## src/rtl/vertex_weld_hash_remap_unit_defines.svh

```systemverilog
// Assertion macros for the vertex weld unit.
// Expects clk_i and rst_ni in the scope of use.
`ifndef VERTEX_WELD_HASH_REMAP_UNIT_DEFINES_SVH
`define VERTEX_WELD_HASH_REMAP_UNIT_DEFINES_SVH

// same-cycle implication
`define VWHR_ASSERT(lbl, ante, cons, msg) \
  lbl: assert property (@(posedge clk_i) disable iff (!rst_ni) (ante) |-> (cons)) \
    else $error(msg);

// next-cycle implication
`define VWHR_ASSERT_NEXT(lbl, ante, cons, msg) \
  lbl: assert property (@(posedge clk_i) disable iff (!rst_ni) (ante) |=> (cons)) \
    else $error(msg);

`endif

```

## src/rtl/vwhr_pkg.sv

```systemverilog
// Shared types and constants for the vertex weld unit.
// No dependencies.
package vwhr_pkg;

  localparam logic [1:0] MODE_VERTEX   = 2'd0;
  localparam logic [1:0] MODE_TRIANGLE = 2'd1;
  localparam logic [1:0] MODE_START    = 2'd2;
  localparam logic [1:0] MODE_NOP      = 2'd3;

  localparam logic [1:0] ERR_NONE   = 2'd0;
  localparam logic [1:0] ERR_FULL   = 2'd1;
  localparam logic [1:0] ERR_UNSEEN = 2'd2;

  localparam logic KIND_VERTEX = 1'b0;
  localparam logic KIND_TRI    = 1'b1;

  localparam logic [31:0] HASH_KX  = 32'd2654435761;
  localparam logic [31:0] HASH_KY  = 32'd2246822519;
  localparam logic [31:0] HASH_KZ  = 32'd3266489917;
  localparam logic [31:0] HASH_FIN = 32'h85EBCA6B;

  typedef struct packed {
    logic        go;
    logic [31:0] x;
    logic [31:0] y;
    logic [31:0] z;
  } hash_req_t;

endpackage

```

## src/rtl/vwhr_hash.sv

```systemverilog
// Cell hash: multiply-xor mix, then the low bits give the slot (HASH_SLOTS must
// be a power of two; it is not checked). Depends on vwhr_pkg.
module vwhr_hash import vwhr_pkg::*; #(
  parameter int unsigned HASH_SLOTS = 32768
) (
  input  logic                          clk_i,
  input  logic                          rst_ni,
  input  hash_req_t                     req_i,
  output logic                          done_o,
  output logic [$clog2(HASH_SLOTS)-1:0] slot_o
);

  localparam int unsigned SW = $clog2(HASH_SLOTS);

  typedef enum logic [1:0] {H_IDLE, H_MIX, H_MUL, H_FOLD} hstate_e;

  hstate_e       state_q;
  logic [31:0]   px_q, py_q, pz_q, h_q, m_q;
  logic [SW-1:0] r_q;
  logic          done_q;
  logic [31:0]   mix, fold;

  always_comb begin
    logic [31:0] t;
    t   = px_q ^ py_q;
    t   = {t[24:0], t[31:25]};
    t   = t ^ pz_q;
    mix = t ^ (t >> 15);
  end

  // remainder by a power of two is the low bits
  assign fold = m_q ^ (m_q >> 13);

  always_ff @(posedge clk_i or negedge rst_ni) begin
    if (!rst_ni) begin
      state_q <= H_IDLE;
      done_q  <= 1'b0;
    end else begin
      done_q <= 1'b0;
      unique case (state_q)
        H_IDLE: if (req_i.go) state_q <= H_MIX;
        H_MIX:  state_q <= H_MUL;
        H_MUL:  state_q <= H_FOLD;
        H_FOLD: begin
          done_q  <= 1'b1;
          state_q <= H_IDLE;
        end
        default: state_q <= H_IDLE;
      endcase
    end
  end

  always_ff @(posedge clk_i) begin
    if (state_q == H_IDLE) begin
      px_q <= req_i.x * HASH_KX;
      py_q <= req_i.y * HASH_KY;
      pz_q <= req_i.z * HASH_KZ;
    end
    if (state_q == H_MIX) h_q <= mix;
    if (state_q == H_MUL) m_q <= h_q * HASH_FIN;
    if (state_q == H_FOLD) r_q <= fold[SW-1:0];
  end

  assign done_o = done_q;
  assign slot_o = r_q;

endmodule
```

## config.mk

```make
export PLATFORM = sky130hd
export DESIGN_NAME = vwhr_hash
export DESIGN_NICKNAME = d
export VERILOG_FILES = /design/src/rtl/vertex_weld_hash_remap_unit_defines.svh /design/src/rtl/vwhr_pkg.sv /design/src/rtl/vwhr_hash.sv
export SDC_FILE = /design/constraint.sdc
export NUM_CORES = 2
export LEC_CHECK = 0
export ABC_AREA = 1
export ABC_CLOCK_PERIOD_IN_PS = 6800
export BUFFER_PORTS_ARGS = -buffer_cell sky130_fd_sc_hd__buf_2
export CELL_PAD_IN_SITES_DETAIL_PLACEMENT = 0
export CELL_PAD_IN_SITES_GLOBAL_PLACEMENT = 1
export CORE_UTILIZATION = 31
export CTS_BUF_LIST = sky130_fd_sc_hd__clkbuf_8
export DETAILED_ROUTE_END_ITERATION = 10
export PLACE_DENSITY_LB_ADDON = 0.1
export SLEW_MARGIN = 20
export SYNTH_ARGS = -nofsm -noshare
export SYNTH_HDL_FRONTEND = slang
export SYNTH_SLANG_ARGS = --single-unit
```

## constraint.sdc

```tcl
create_clock -name clk_i -period 6.8 [get_ports clk_i]
set_input_delay 1.02 -clock clk_i [delete_from_list [all_inputs] [get_ports clk_i]]
set_output_delay 1.02 -clock clk_i [all_outputs]
set_load 0.05 [all_outputs]
```

==> impl_metrics.prom <==
# TYPE chip_impl_metric gauge
chip_impl_info{name="status",value="finished clean"} 1
chip_impl_metric{name="post_route_cells_drive_above_1_share",unit="%"} 12.4
chip_impl_info{name="crit_type",value="input pin to flip-flop"} 1
chip_impl_metric{name="cp_data_required_time",unit="ns"} 7.10
chip_impl_metric{name="antenna_violations_before_repair",unit=""} 3
chip_impl_metric{name="crit_fanout",unit=""} 3
chip_impl_metric{name="r2r_slack",unit="ns"} 0.43
chip_impl_metric{name="cp.depth",unit=""} 27
chip_impl_metric{name="synth_fp_nets",unit=""} 6018
chip_impl_info{name="timing.critical_path.to_type",value="flip-flop"} 1
chip_impl_metric{name="finalNetCount",unit=""} 6563
chip_impl_metric{name="max_freq",unit="MHz"} 153
chip_impl_metric{name="cts_num_sinks",unit=""} 170
chip_impl_metric{name="dr.pass1.iters",unit=""} 5
chip_impl_metric{name="finalWirelength",unit="mm"} 119
chip_impl_info{name="r2r-end",value="m_q[27]"} 1
chip_impl_metric{name="clock_insertion_delay_worst_skew",unit="ns"} 0.55
chip_impl_metric{name="clock_path_buffers",unit=""} 2
chip_impl_info{name="yosysTopAreaCell",value="sky130_fd_sc_hd__fa_1"} 1
chip_impl_metric{name="wl_per_cell",unit="um"} 17.8
chip_impl_metric{name="ant_nets",unit=""} 0
chip_impl_metric{name="detailedPlacementHpwl",unit="mm"} 111
chip_impl_metric{name="areaGrowthSynthToFinish",unit="%"} 15.0
chip_impl_metric{name="cts_inserted_buffers",unit=""} 17
chip_impl_info{name="cell_class_contributing_the_biggest_share_of_worst_path_delay",value="adder cells"} 1
chip_impl_metric{name="synth.yosys.seq_area_share",unit="%"} 11.9
chip_impl_metric{name="critical_path_arrival",unit="ns"} 6.83
chip_impl_metric{name="cp.buffers_inverters",unit=""} 10
chip_impl_metric{name="remaining_drc_errors",unit=""} 0
chip_impl_metric{name="die-width",unit="um"} 373
chip_impl_metric{name="finalMaxSlewViolations",unit=""} 0
chip_impl_metric{name="finish_stage_setup_viols",unit=""} 0
chip_impl_metric{name="postCtsSetupRepairBufs",unit=""} 0
chip_impl_metric{name="total_grt_overflow",unit=""} 0
chip_impl_info{name="cts.root.buffer_cell",value="sky130_fd_sc_hd__clkbuf_8"} 1
chip_impl_metric{name="drt_iter0_markers",unit=""} 1039
chip_impl_metric{name="dpl.cell_count",unit=""} 6672
chip_impl_metric{name="synth_cell_type_count",unit=""} 47
chip_impl_info{name="worstSetupEndpoint",value="px_q[30]"} 1
chip_impl_metric{name="total_i_o_pin_count",unit=""} 115
chip_impl_metric{name="globalRouteTotalUtil",unit="%"} 18.0
chip_impl_metric{name="synth_seq_cells",unit=""} 170
chip_impl_metric{name="slew_headroom",unit="%"} 41.6
chip_impl_metric{name="timing.reg2reg.worst_path_depth",unit=""} 19
chip_impl_metric{name="yosys_warnings",unit=""} 0
chip_impl_metric{name="cts_hold_buf",unit=""} 0
chip_impl_metric{name="clock_skew",unit="ns"} 0.0214
chip_impl_metric{name="initial_utilization",unit="%"} 31.4
chip_impl_metric{name="avgViaCountPerCell",unit=""} 4.22
chip_impl_metric{name="syn-instance-count",unit=""} 4365
chip_impl_metric{name="first_global_vias",unit=""} 32200
chip_impl_metric{name="dr_total_vias",unit=""} 28300
chip_impl_metric{name="avgSynthCellArea",unit="sq um"} 9.79
chip_impl_metric{name="place_congestion",unit=""} 0.834
chip_impl_metric{name="area_share_of_the_largest_cell_type_after_synthesis",unit="%"} 37.8
chip_impl_info{name="clock_tree_from_tritoncts",value="yes"} 1
chip_impl_info{name="setup.worst_path.start",value="req_i[68]"} 1
chip_impl_metric{name="floorplan.die_area",unit="sq mm"} 0.139
chip_impl_info{name="cp_slowest_cell",value="sky130_fd_sc_hd__fa_1"} 1
chip_impl_metric{name="die_height",unit="um"} 373
chip_impl_metric{name="final_cells",unit=""} 6706
chip_impl_metric{name="cts.reportedPaths.clkPinSlew",unit="ns"} 0.11
chip_impl_metric{name="htreeDepth",unit=""} 4
chip_impl_metric{name="max_cap_violations",unit=""} 0
chip_impl_metric{name="grt_max_degree",unit=""} 69
chip_impl_info{name="worstHoldPathType",value="input pin to asynchronous set/reset pin"} 1
chip_impl_metric{name="period_needed",unit="ns"} 6.53
chip_impl_metric{name="num_rows",unit=""} 135
chip_impl_metric{name="io_buffers",unit=""} 114
chip_impl_info{name="worst_r2r_startpoint",value="h_q[7]"} 1
chip_impl_metric{name="first_pass_grt_wire_length",unit="mm"} 189
chip_impl_metric{name="netlist_area",unit="sq mm"} 0.0427
chip_impl_metric{name="worst-slew-pin-transition",unit="ns"} 0.876
chip_impl_info{name="synth_top_cells_by_area",value="sky130_fd_sc_hd__fa_1 38%, sky130_fd_sc_hd__ha_1 22%, sky130_fd_sc_hd__inv_1 13%"} 1
chip_impl_metric{name="design.core.area",unit="sq mm"} 0.136
chip_impl_info{name="rsz0062_at_grt",value="no"} 1
chip_impl_metric{name="timing.final.hold_violations",unit=""} 0
chip_impl_metric{name="max_stage_delay",unit="ns"} 0.53
chip_impl_info{name="startpoint_type",value="input pin"} 1
chip_impl_metric{name="final.period_utilization",unit="%"} 96.1
[worst min path at each step]
stage	from	endpoint	slack, ns	cells past startpoint
CTS	rst_ni	done_o	0.18	1
detailed placement	m_q[11]	slot_o[11]	0.55	1
global route	rst_ni	state_q[1]	0.21	1
global placement	m_q[3]	slot_o[3]	0.55	1
finish	rst_ni	state_q[0]	0.24	1
floorplan	m_q[10]	slot_o[10]	0.54	1
[layout by cell type, fill, tap and decap left out, types with 78 or more instances in the layout]
master                     instances
sky130_fd_sc_hd__buf_4           408
sky130_fd_sc_hd__fa_1            808
sky130_fd_sc_hd__edfxtp_1        167
sky130_fd_sc_hd__ha_1            745
sky130_fd_sc_hd__buf_2           114
sky130_fd_sc_hd__nor2_1           78
sky130_fd_sc_hd__xnor2_1         130
sky130_fd_sc_hd__nand2_1         376
sky130_fd_sc_hd__inv_1          1537
sky130_fd_sc_hd__xor2_1          152
sky130_fd_sc_hd__a21oi_1         102
[metrics by stage]
| stage | utilization (%) | TNS (ns) | area [sq um] | hold WS (ns) | worst slack [ns] |
|---|---|---|---|---|---|
| after global routing | 36.1 | 0 | 49200 | 0.209 | 0.0149 |
| after global placement | 35.8 | -5.04 | 48700 | 0.546 | -0.354 |
| after detailed placement | 35.8 | -4.80 | 48700 | 0.548 | -0.334 |
| after floorplan | - | 0 | 42700 | 0.543 | 0.122 |
| final | 36.1 | 0 | 49200 | 0.243 | 0.266 |
| after CTS | 36.1 | 0 | 49100 | 0.185 | 0.283 |
[Yosys cell counts (all sizes together)]
master	instances
o211ai	2
fa	808
a211oi	5
o311ai	1
nand2	387
nor3	16
nor2	81
a21oi	110
edfxtp	167
a31o	1
or2b	2
xnor2	130
inv	1539
o31ai	2
o21ai	62
ha	746
nand2b	2
or2	4
o21a	1
nor4	3
and2	2
o21bai	11
nand3b	12
a31oi	7
nand3	74
dfrtp	3
a21boi	5
xor2	152
a21o	17
nand4	11
nor3b	1
a221oi	1
[layout make-up]
| type | instances | area (sq um) |
|---|---|---|
| Timing Repair Buffer | 526 | 3710 |
| Clock inverter | 15 | 213 |
| Inverter | 1539 | 5780 |
| Sequential cell | 170 | 5090 |
| Antenna cell | 2 | 5.00 |
| Clock buffer | 17 | 234 |
| Tap cell | 1781 | 2230 |
| Multi-Input combinational cell | 2656 | 31900 |
| Fill cell | 14100 | 87000 |
[kinds of logic (layout without fill, tap and decap cells)]
logic type,after synthesis,after routing,share of synthesized area (%)
XOR/XNOR,282,282,5.78
AND/OR/NAND/NOR,595,595,6.02
AO/OA/AOI/OAI,225,225,3.09
other,0,2,0
buffers and inverters,1539,2097,13.5
adder cells (fa/ha/maj),1554,1554,59.7
flip-flops,170,170,11.9
[layer usage]
layer  vias to the layer above  part of all wire [%]  global-route usage [%]
met4                         0                  0.80                    2.26
met2                       240                    49                    31.4
li1                      14000                     -                       -
met1                     14000                    48                    24.9
met5                         -                     0                       0
met3                        41                   1.9                    1.44
[sequential cells by signal, summed over array words and instances (netlist names)]
signal   flops
done_o       1
h_q         28
m_q         28
px_q        32
py_q        32
pz_q        32
slot_o      15
state_q      2
[what timing repair did]
item,4_1_cts,5_1_grt
hold endpoints to repair,0,0
setup endpoints to repair,0,1
gates resized for setup,0,2
[worst reg2reg max path, delay by kind of cell (launching register included)]
| kind | cells | cell delay, ns |
|---|---|---|
| simple gates | 7 | 1.28 |
| fa+ha+maj | 8 | 3.96 |
| flops | 1 | 0.65 |
| buf+inv | 4 | 0.24 |
Power is not shown: default switching activity piles up to over one toggle a cycle in this logic, so the estimate is an artifact.
